===== src/hw/rtl/tile_atlas_pixel_renderer_assert.svh =====
// Assertion macros for the tile atlas pixel renderer.
// Included by the top level; needs nothing else.
`ifndef TILE_ATLAS_PIXEL_RENDERER_ASSERT_SVH
`define TILE_ATLAS_PIXEL_RENDERER_ASSERT_SVH

// a in this cycle implies b in the same cycle
`define TAP_ASSERT_SAME(label, clk, rst_n, a, b) \
  label: assert property (@(posedge clk) disable iff (!rst_n) (a) |-> (b)) \
    else $error("tile atlas renderer: same-cycle check failed");

// a in this cycle implies b in the next cycle
`define TAP_ASSERT_NEXT(label, clk, rst_n, a, b) \
  label: assert property (@(posedge clk) disable iff (!rst_n) (a) |=> (b)) \
    else $error("tile atlas renderer: next-cycle check failed");

`endif


===== src/hw/rtl/tap_pkg.sv =====
// Shared types and constants of the tile atlas pixel renderer.
// No dependencies; used by every module of the block.
package tap_pkg;

  localparam int TILE_W      = 10;
  localparam int ADDR_W      = 16;
  localparam int BYTE_W      = 8;
  localparam int PX_X_W      = 8;
  localparam int PX_Y_W      = 10;
  localparam int PAL_BYTES   = 768;
  localparam int PAL_ROWS    = 256;
  localparam int PAL_CH      = 3;
  localparam int PIXELS      = 64;
  localparam int QUEUE_DEPTH = 2;   // power of two
  localparam int CFG_IDX_W   = 1;

  localparam int TILES_PER_ROW_DEF = 16;
  localparam int TILE_LIMIT_DEF    = 1024;

  localparam logic [BYTE_W-1:0] MAGENTA_RB = 8'd252;
  localparam logic [BYTE_W-1:0] ALPHA_ON   = 8'd255;

  // configuration register indexes
  localparam logic [CFG_IDX_W-1:0] CFG_PRIMARY_EN   = 1'd0;
  localparam logic [CFG_IDX_W-1:0] CFG_SECONDARY_EN = 1'd1;

  typedef enum logic [1:0] {
    OP_LOAD_GFX = 2'd0,
    OP_LOAD_PRI = 2'd1,
    OP_LOAD_SEC = 2'd2,
    OP_DRAW     = 2'd3
  } op_e;

  typedef enum logic [2:0] {
    K_NOP  = 3'd0,
    K_GFX  = 3'd1,
    K_PRI  = 3'd2,
    K_SEC  = 3'd3,
    K_DRAW = 3'd4
  } kind_e;

  typedef struct packed {
    kind_e             kind;
    logic [ADDR_W-1:0] gfx_addr;
    logic [BYTE_W-1:0] value;
    logic [7:0]        pal_index;
    logic [1:0]        pal_chan;
    logic [TILE_W-1:0] tile;
    logic [TILE_W-1:0] tile_q;     // tile / TILES_PER_ROW
    logic              quad_x;
    logic              quad_y;
    logic              flip_x;
    logic              flip_y;
    logic [ADDR_W-1:0] base;
  } entry_t;

  typedef struct packed {
    logic pri_en;
    logic sec_en;
  } cfg_t;

  typedef struct packed {
    logic clearing;
    logic pipe_busy;
  } back_status_t;

endpackage


===== src/hw/rtl/tap_queue.sv =====
// Short command queue between the front end and the draw engine.
// Depends on tap_pkg.
module tap_queue (
  input  logic            clk_i,
  input  logic            rst_ni,
  input  logic            push_i,
  input  tap_pkg::entry_t entry_i,
  input  logic            pop_i,
  output tap_pkg::entry_t head_o,
  output logic            empty_o,
  output logic            full_o
);

  localparam int Depth = tap_pkg::QUEUE_DEPTH;
  localparam int PtrW  = (Depth > 1) ? $clog2(Depth) : 1;
  localparam int CntW  = $clog2(Depth + 1);

  tap_pkg::entry_t slots_q [Depth];
  logic [PtrW-1:0] wr_ptr_q, wr_ptr_d, rd_ptr_q, rd_ptr_d;
  logic [CntW-1:0] count_q, count_d;

  assign empty_o = (count_q == '0);
  assign full_o  = (count_q == CntW'(Depth));
  assign head_o  = slots_q[rd_ptr_q];

  always_comb begin
    wr_ptr_d = push_i ? wr_ptr_q + PtrW'(1) : wr_ptr_q;
    rd_ptr_d = pop_i  ? rd_ptr_q + PtrW'(1) : rd_ptr_q;
    count_d  = count_q + CntW'(push_i) - CntW'(pop_i);
  end

  always_ff @(posedge clk_i or negedge rst_ni) begin
    if (!rst_ni) begin
      wr_ptr_q <= '0;
      rd_ptr_q <= '0;
      count_q  <= '0;
    end else begin
      wr_ptr_q <= wr_ptr_d;
      rd_ptr_q <= rd_ptr_d;
      count_q  <= count_d;
    end
  end

  always_ff @(posedge clk_i) begin
    if (push_i) begin
      slots_q[wr_ptr_q] <= entry_i;
    end
  end

endmodule


===== config.mk =====
export PLATFORM = sky130hd
export DESIGN_NAME = tap_queue
export DESIGN_NICKNAME = d
export VERILOG_FILES = /design/src/hw/rtl/tile_atlas_pixel_renderer_assert.svh /design/src/hw/rtl/tap_pkg.sv /design/src/hw/rtl/tap_queue.sv
export SDC_FILE = /design/constraint.sdc
export NUM_CORES = 1
export LEC_CHECK = 0
export BUFFER_PORTS_ARGS = -buffer_cell sky130_fd_sc_hd__buf_2
export CORE_MARGIN = 3
export CORE_UTILIZATION = 25
export CTS_CLUSTER_DIAMETER = 40
export CTS_CLUSTER_SIZE = 25
export DETAILED_ROUTE_END_ITERATION = 10
export HOLD_SLACK_MARGIN = 0.06
export PLACE_DENSITY = 0.41
export SLEW_MARGIN = 10
export SYNTH_ARGS = -nofsm -noshare
export SYNTH_HDL_FRONTEND = slang
export SYNTH_SLANG_ARGS = --single-unit
export TNS_END_PERCENT = 30

===== constraint.sdc =====
create_clock -name clk_i -period 4.8 [get_ports clk_i]
set_input_delay 0.48 -clock clk_i [delete_from_list [all_inputs] [get_ports clk_i]]
set_output_delay 0.48 -clock clk_i [all_outputs]
set_load 0.02 [all_outputs]

==> results.toml <==
[synthesis]
ys_ff_latch = 158
ys_top_cells_by_area = "edfxtp_1, mux2_2, mux2_4"
syn_avg_cell_area_um2 = 22.9
synth_cells = 255
synth_seq_area_share = 0.810
synth_top_area_frac = 0.793
ys_warn_count = 0
synth_largest_area_cell = "edfxtp_1"
synth_cell_types = 13
syn_area_um2 = 5830
synth_fp_nets = 338

[sta]
setup_tns_ns = 0
clock-skew-final_ns = 0.0116
period_needed_ns = 2.98
rsz0062_at_grt = "no"
setup_violations = 0
timing.slew.headroom = 0.377
drv_slew = 0
whs_ns = 0.250
tightest_slew_ns = 0.933
fin_crit_sh = 0.621
fmax_mhz = 336
timing_hold_violations_final = 0

[detailed_routing]
drtAntennaViolNets = 0
routedWlPerCell_um = 15.1
vias = 2894
vias_per_cell = 3.83
drcViolationCount = 0
dr.pass1.iters = 4
finalWirelength_um = 11400
drtIter0Drc = 101

[die]
chipWidth_um = 159
coreArea_um2 = 22800
rows = 55
die_y_um = 159
start_util = 0.256
die_area_um2 = 25200
ios = 160

[grt]
overflow = 0
grt_pass1_vias = 3249
antenna_found_initial = 2
grt_start_max_net_pins = 57
grt_pass1_wl_um = 18000
grt_usage = 0.0919

[job]
maxCapViolCount = 0

[critical_path]
r2r_end = "slots_q[0][10]$_DFFE_PP_"
slowest_delay_ns = 0.95
cp_cell_sequence = "buf_4 -> mux2_2 -> buf_2"
path_buf_inv = 2
ff2ff_path_depth = 2
worstSetupPathDepth = 3
crit_family = "flip-flops"
critPathLaunch = "rd_ptr_q$_DFFE_PN0P_"
startpoint_type = "flip-flop"
required_ns = 4.32
reg2reg_slack_ns = 2.75
worstPathMaxFanout = 56
cpMaxStageDelayCell = "dfrtp_4"
r2r-start = "wr_ptr_q$_DFFE_PN0P_"
endpoint_kind = "primary output"
setup.worst_path.end = "head_o[76]"
crit_arrival_ns = 2.50
worstSetupPathType = "flip-flop to primary output"

[clock_network]
insertion_delay_ns = 0.41
ctsHtreeMaxLevel = 4
cts_sinks = 158
cts_resized = 0
cts_max_path_buffers = 2
cts-root-buf = "clkbuf_16"
clkSlewWorstSetupHoldPaths_ns = 0.06
post_cts_buffers = 0
cts_buffers = 17
tritoncts = "done"

[placement]
post-dp-hpwl_um = 7490
port_buffers = 159
routabilityCongestion = 0.666

[finish]
n_antenna_cell = 0
layout.cells.most_common = "buf_2"
drive_above_1_share = 0.615
layout_common_cells = "buf_2, edfxtp_1, mux2_2"
layout.nets = 512
final_util = 0.333
syn_to_final_growth_pct = 29.9

[power_and_ir_drop]
power_density_nw_per_um2 = 616
ir_worst_vdd_mv = 0.237
sw_frac_of_total = 0.315
power_frac_clock = 0.279
switching_power_mw = 1.47
pwr-share-seq = 0.428
total_power_mw = 4.66
leakage_nw = 2.87
comb_power_share = 0.293
intPower_mw = 3.19

[hold_path]
hp-class = "input pin to flip-flop"
whs_path_depth = 1

[outcome]
outcome = "finished clean"
==> power groups by stage <==
stage	combinational, mW	sequential (mW)	clock, mW
after floorplan	1.07	1.93	0
after global placement	1.39	2.03	0
after detailed placement	1.41	2.04	0
after CTS	1.41	2.01	1.35
after global routing	1.47	2.03	1.42
final	1.37	2.00	1.30
==> layout make-up <==
class                           count  area [um2]
Clock inverter                     12         134
Inverter                            2        7.51
Fill cell                        2244       15200
Timing Repair Buffer              164         836
Clock buffer                       20         437
Sequential cell                   158        4730
Tap cell                          313         392
Multi-Input combinational cell     86        1040
==> flip-flops by register name, indices dropped and copies added, names as in the netlist <==
register / cells
rd_ptr_q: 1
slots_q: 154
wr_ptr_q: 1
count_q: 2
==> synthesized netlist by cell type (all sizes together) <==
| library cell | n |
|---|---|
| mux2 | 77 |
| xor3 | 1 |
| xor2 | 2 |
| nor2 | 1 |
| dfrtp | 4 |
| edfxtp | 154 |
| and2 | 1 |
| nor2b | 2 |
| ha | 2 |
| inv | 2 |
| buf | 9 |
==> layer usage <==
layer / routed length, um / track usage / share of wire / vias to the layer above
li1: - / - / - / 1357
met5: 18 / 0 / 0.0016 / -
met3: 734 / 0.0376 / 0.064 / 11
met1: 4850 / 0.105 / 0.43 / 1429
met4: 136 / 0.0310 / 0.012 / 4
met2: 5650 / 0.156 / 0.50 / 93
==> worst register-to-register path, stage by stage, from the launching register on <==
cell     delay, ns
dfrtp_1       0.43
nor2b_4       0.75
buf_4         0.51
==> kinds of logic (layout without fill, tap and decap cells) <==
kind of cell	count (synthesis)	in the layout	synth area share
simple gates	4	4	0.00386
fa+ha+maj	2	2	0.00429
mux	77	77	0.162
buf+inv	11	198	0.0133
xor+xnor	3	3	0.00708
flops	158	158	0.810
==> what timing repair did <==
| item | in CTS | in global routing |
|---|---|---|
| hold buffers | 1 | 0 |
| endpoints found under the setup margin | 0 | 0 |
| hold endpoints to repair | 4 | 0 |
==> stage by stage <==
stage / std cells / cell area [um2] / setup WS, ns
floorplan: 255 / 5830 / 0.428
global placement: 722 / 6990 / 2.25
detailed placement: 722 / 6990 / 2.21
CTS: 755 / 7570 / 1.75
global route: 755 / 7570 / 1.67
finish: 755 / 7570 / 1.82
==> how the worst min path moves through the flow <==
| stage | start | end | slack [ns] |
|---|---|---|---|
| 6_report | entry_i[52] | slots_q[0][52]$_DFFE_PP_ | 0.25 |
| 5_1_grt | entry_i[65] | slots_q[1][65]$_DFFE_PP_ | 0.23 |
| 4_1_cts | entry_i[65] | slots_q[0][65]$_DFFE_PP_ | 0.23 |
| 3_5_place_dp | rst_ni | count_q[1]$_DFF_PN0_ | 0.29 |
| 3_3_place_gp | rst_ni | count_q[1]$_DFF_PN0_ | 0.29 |
| 2_1_floorplan | rst_ni | count_q[0]$_DFF_PN0_ | 0.18 |
Note: power is estimated with default switching activity, not from simulation.
