**config.mk**
```make
export PLATFORM = sky130hd
export DESIGN_NAME = tap_front
export DESIGN_NICKNAME = d
export VERILOG_FILES = /design/src/hw/rtl/tile_atlas_pixel_renderer_assert.svh /design/src/hw/rtl/tap_pkg.sv /design/src/hw/rtl/tap_front.sv
export SDC_FILE = /design/constraint.sdc
export NUM_CORES = 1
export LEC_CHECK = 0
export ABC_AREA = 1
export BUFFER_PORTS_ARGS = -buffer_cell sky130_fd_sc_hd__buf_2
export CORE_ASPECT_RATIO = 1.4
export CORE_MARGIN = 8
export CORE_UTILIZATION = 35
export DETAILED_ROUTE_END_ITERATION = 10
export PLACE_DENSITY = 0.64
export SYNTH_ARGS = -nofsm -noshare
export SYNTH_HDL_FRONTEND = slang
export SYNTH_SLANG_ARGS = --single-unit
```
**constraint.sdc**
```tcl
create_clock -name vclk -period 7.2
set_input_delay 1.44 -clock vclk [all_inputs]
set_output_delay 1.44 -clock vclk [all_outputs]
set_load 0.02 [all_outputs]
```
**src/hw/rtl/tile_atlas_pixel_renderer_assert.svh**
```systemverilog
// Assertion macros for the tile atlas pixel renderer.
// Included by the top level; needs nothing else.
`ifndef TILE_ATLAS_PIXEL_RENDERER_ASSERT_SVH
`define TILE_ATLAS_PIXEL_RENDERER_ASSERT_SVH

// a in this cycle implies b in the same cycle
`define TAP_ASSERT_SAME(label, clk, rst_n, a, b) \
  label: assert property (@(posedge clk) disable iff (!rst_n) (a) |-> (b)) \
    else $error("tile atlas renderer: same-cycle check failed");

// a in this cycle implies b in the next cycle
`define TAP_ASSERT_NEXT(label, clk, rst_n, a, b) \
  label: assert property (@(posedge clk) disable iff (!rst_n) (a) |=> (b)) \
    else $error("tile atlas renderer: next-cycle check failed");

`endif

```
**src/hw/rtl/tap_pkg.sv**
```systemverilog
// Shared types and constants of the tile atlas pixel renderer.
// No dependencies; used by every module of the block.
package tap_pkg;

  localparam int TILE_W      = 10;
  localparam int ADDR_W      = 16;
  localparam int BYTE_W      = 8;
  localparam int PX_X_W      = 8;
  localparam int PX_Y_W      = 10;
  localparam int PAL_BYTES   = 768;
  localparam int PAL_ROWS    = 256;
  localparam int PAL_CH      = 3;
  localparam int PIXELS      = 64;
  localparam int QUEUE_DEPTH = 2;   // power of two
  localparam int CFG_IDX_W   = 1;

  localparam int TILES_PER_ROW_DEF = 16;
  localparam int TILE_LIMIT_DEF    = 1024;

  localparam logic [BYTE_W-1:0] MAGENTA_RB = 8'd252;
  localparam logic [BYTE_W-1:0] ALPHA_ON   = 8'd255;

  // configuration register indexes
  localparam logic [CFG_IDX_W-1:0] CFG_PRIMARY_EN   = 1'd0;
  localparam logic [CFG_IDX_W-1:0] CFG_SECONDARY_EN = 1'd1;

  typedef enum logic [1:0] {
    OP_LOAD_GFX = 2'd0,
    OP_LOAD_PRI = 2'd1,
    OP_LOAD_SEC = 2'd2,
    OP_DRAW     = 2'd3
  } op_e;

  typedef enum logic [2:0] {
    K_NOP  = 3'd0,
    K_GFX  = 3'd1,
    K_PRI  = 3'd2,
    K_SEC  = 3'd3,
    K_DRAW = 3'd4
  } kind_e;

  typedef struct packed {
    kind_e             kind;
    logic [ADDR_W-1:0] gfx_addr;
    logic [BYTE_W-1:0] value;
    logic [7:0]        pal_index;
    logic [1:0]        pal_chan;
    logic [TILE_W-1:0] tile;
    logic [TILE_W-1:0] tile_q;     // tile / TILES_PER_ROW
    logic              quad_x;
    logic              quad_y;
    logic              flip_x;
    logic              flip_y;
    logic [ADDR_W-1:0] base;
  } entry_t;

  typedef struct packed {
    logic pri_en;
    logic sec_en;
  } cfg_t;

  typedef struct packed {
    logic clearing;
    logic pipe_busy;
  } back_status_t;

endpackage

```
**src/hw/rtl/tap_front.sv**
```systemverilog
// Front end: accepts a command word and classifies it into a queue entry.
// Depends on tap_pkg.
module tap_front #(
  parameter int TILES_PER_ROW = tap_pkg::TILES_PER_ROW_DEF,
  parameter int TILE_LIMIT    = tap_pkg::TILE_LIMIT_DEF
) (
  input  logic                         start_i,
  input  logic                         busy_i,
  input  logic [1:0]                   operation_i,
  input  logic [tap_pkg::ADDR_W-1:0]   address_i,
  input  logic [tap_pkg::BYTE_W-1:0]   load_value_i,
  input  logic [tap_pkg::TILE_W-1:0]   tile_number_i,
  input  logic                         quadrant_x_i,
  input  logic                         quadrant_y_i,
  input  logic [tap_pkg::ADDR_W-1:0]   descriptor_i,
  output logic                         push_o,
  output tap_pkg::entry_t              entry_o
);

  // tile / TILES_PER_ROW by reciprocal; error stays below one count for tile < 1024
  localparam int RecipShift = 20;
  localparam int RecipW     = RecipShift + 1;
  localparam int ProdW      = tap_pkg::TILE_W + RecipW;
  localparam longint Recip  = ((64'd1 << RecipShift) + TILES_PER_ROW - 1) / TILES_PER_ROW;

  logic [ProdW-1:0] q_prod;
  logic [20:0]      pal_prod;
  logic             tile_ok;

  assign q_prod = ProdW'(tile_number_i) * ProdW'(Recip);

  // addr / 3 as addr * 683 / 2048, exact below 768; channel is what is left over
  assign pal_prod = 21'(address_i[9:0]) * 21'd683;

  assign tile_ok = 32'(tile_number_i) < 32'(TILE_LIMIT);
  assign push_o  = start_i && !busy_i;

  always_comb begin
    entry_o           = '0;
    entry_o.gfx_addr  = address_i;
    entry_o.value     = load_value_i;
    entry_o.pal_index = pal_prod[18:11];
    entry_o.pal_chan  = 2'(address_i[9:0] - 10'(pal_prod[18:11]) * 10'd3);
    entry_o.tile      = tile_number_i;
    entry_o.tile_q    = q_prod[RecipShift +: tap_pkg::TILE_W];
    entry_o.quad_x    = quadrant_x_i;
    entry_o.quad_y    = quadrant_y_i;
    entry_o.flip_x    = descriptor_i[1];
    entry_o.flip_y    = descriptor_i[0];
    entry_o.base      = {descriptor_i[14:2], 3'b000};
    case (tap_pkg::op_e'(operation_i))
      tap_pkg::OP_LOAD_GFX: entry_o.kind = tap_pkg::K_GFX;
      tap_pkg::OP_LOAD_PRI: entry_o.kind = (32'(address_i) < tap_pkg::PAL_BYTES) ?
                                           tap_pkg::K_PRI : tap_pkg::K_NOP;
      tap_pkg::OP_LOAD_SEC: entry_o.kind = (32'(address_i) < tap_pkg::PAL_BYTES) ?
                                           tap_pkg::K_SEC : tap_pkg::K_NOP;
      tap_pkg::OP_DRAW:     entry_o.kind = tile_ok ? tap_pkg::K_DRAW : tap_pkg::K_NOP;
      default:              entry_o.kind = tap_pkg::K_NOP;
    endcase
  end

endmodule

```
==> flow_summary.yaml <==
status:
  status: "finished clean"
floorplan:
  dieArea_um2: 10600
  rows: 37
  die_x_um: 89.2
  chipHeight_um: 119
  initial_core_util_pct: 35.9
  pin_count: 134
  core_um2: 7310
drt:
  drt-pass1-iter-count: 4
  postRouteAntennaNets: 0
  drt-initial-drc-count: 45
  vias: 1982
  wl_per_cell_um: 12.1
  drc_errors: 0
  wl_um: 5400
  vias_per_cell: 4.45
global_routing:
  grtUsageTotal_pct: 10.3
  grt_pass1_wl_um: 9020
  grt_pass1_vias: 2046
  grt_antenna_before_repair: 0
  grt_max_degree: 9
  grt_overflow_total: 0
sta:
  fin_crit_ps: 6820
  setup_tns_ps: 0
  max_freq_ghz: 0.147
  finalSetupViolCount: 0
  fin_crit_sh_pct: 94.8
  drv_slew: 0
  rsz0062_at_grt: "false"
  finalHoldViolCount: 0
  timing.hold.ws_ps: 2880
hold_path:
  min_from: "descriptor_i[10]"
  min_path_type: "input port to output port"
  min_to: "entry_o[11]"
  whs_path_depth: 0
clock_network:
  post_cts_buffers: 0
  cts_resized: 0
  postCtsHoldBufs: 0
worst_setup_path:
  critPathCaptureType: "output port"
  arrival_ps: 5380
  worstSetupPathType: "input port to output port"
  startpoint_type: "input port"
  required_ps: 5760
  critPathMaxFanout: 4
power_and_ir_drop:
  power.leakage_nw: 1.59
  power_density_nw_per_um2: 367
  max-vdd-ir-drop_mv: 0.255
synthesis:
  synth_cell_type_count: 30
  synth.area.top_cells: "ha_1, buf_4, fa_1, inv_1, nand2_1"
  yosys_warnings: 0
  synth_area_um2: 2630
  post-synth-top-area-cell: "ha_1"
  synth_top_area_share_pct: 27.6
  seq_area_frac_synth_pct: 0
  avgSynthCellArea_um2: 7.38
  synth_cells: 356
finish:
  areaGrowthSynthToFinish_pct: -3.28
  drive_gt1_share_pct: 21.0
  layout.nets: 485
  n_clock_buffer: 0
  antennaDiodeCount: 0
  seq_area_um2: 0
  utilization_pct: 34.8
  seq_cells: 0
placed_design:
  dp_hpwl_um: 5010
  io_buffers: 50
  place.gp.congestion: 0.861
flow_run:
  cap_violations: 0
[cell type report]
type / instances / area (µm²)
multi-input combinational: 223 / 1890
tap: 97 / 121
timing repair buffer: 51 / 258
inverter: 74 / 278
fill: 833 / 4770
[worst max-delay path, cell delays in order]
cell     delay, ps
buf_2          130
ha_1           380
inv_1           80
fa_1           480
fa_1           530
fa_1           560
inv_1           40
ha_1           280
ha_1           340
nand2_2        130
inv_2           30
a21oi_1        280
nand3_1        120
nand2_1         90
nand3_1        110
inv_1           80
nand3_1         60
nand2_1         60
buf_2          160
[placed cells by master, fill, tap and decap left out, types with 2 or more instances in the layout]
cell type / n
xnor2_1: 5
a21oi_1: 14
xor2_1: 3
fa_1: 21
nand2_2: 7
nand4_1: 3
nand3_1: 15
inv_2: 5
ha_1: 58
nand2_4: 4
nor2_4: 2
conb_1: 7
nor2_1: 11
buf_2: 50
inv_1: 69
nor3_1: 6
nand2_1: 54
[synthesized netlist by cell type]
master / n
buf_4: 65
nor4_1: 1
nor2_1: 11
o211ai_1: 1
fa_1: 21
conb_1: 1
o21ai_2: 1
xnor2_1: 5
inv_1: 69
nand2_2: 7
nand3b_1: 1
nand2_1: 54
nand4_1: 3
a21o_1: 1
o21bai_1: 1
nand3_2: 1
a21oi_1: 14
ha_1: 58
o21ai_0: 1
o21ai_1: 1
xor2_1: 3
nor2_4: 2
and3_1: 1
nor3_1: 6
a21oi_2: 1
inv_2: 5
nor2_2: 1
nand2_4: 4
nand3_1: 15
a211oi_1: 1
[report_power, final]
part / leakage, nW / switching (mW) / internal (mW) / total (mW)
registers: 0 / 0 / 0 / 0
clock network: 0 / 0 / 0 / 0
logic: 1.59 / 0.607 / 0.327 / 0.934
total: 1.59 / 0.607 / 0.327 / 0.934
[per-stage QoR]
| step | worst slack (ps) | instance area, µm² | instances | total power, mW |
|---|---|---|---|---|
| after global routing | 144 | 2540 | 445 | 1.06 |
| final | 377 | 2540 | 445 | 0.934 |
| after detailed placement | 345 | 2540 | 445 | 0.944 |
| after global placement | 376 | 2540 | 445 | 0.935 |
| after CTS | 336 | 2540 | 445 | 0.950 |
| after floorplan | 887 | 2650 | 362 | 0.757 |
[layer usage]
metal	GRT usage [%]	vias to the layer above	share of wire [%]
met5	0	-	0
li1	-	1025	-
met4	1.04	0	0.15
met1	11.5	901	41
met3	0.485	4	6.5
met2	20.5	52	52
[cells by family (layout without fill, tap and decap cells)]
logic type,count (synthesis),count (layout),synth area share (%)
AND/OR/NAND/NOR,107,107,19.6
AO/OA/AOI/OAI,22,22,4.86
XOR/XNOR,8,8,2.67
other,1,7,0.143
buffers and inverters,139,125,29.1
adder cells (fa/ha/maj),79,79,43.6
[worst max path at each step]
stage / start / end / slack [ps] / cells past startpoint
after floorplan: address_i[1] / entry_o[47] / 890 / 15
after global placement: address_i[3] / entry_o[41] / 380 / 19
after detailed placement: address_i[3] / entry_o[41] / 340 / 19
after CTS: address_i[3] / entry_o[41] / 340 / 19
after global routing: address_i[3] / entry_o[41] / 140 / 19
final: address_i[3] / entry_o[41] / 380 / 19
No activity file was read; power rests on OpenSTA's default activity.
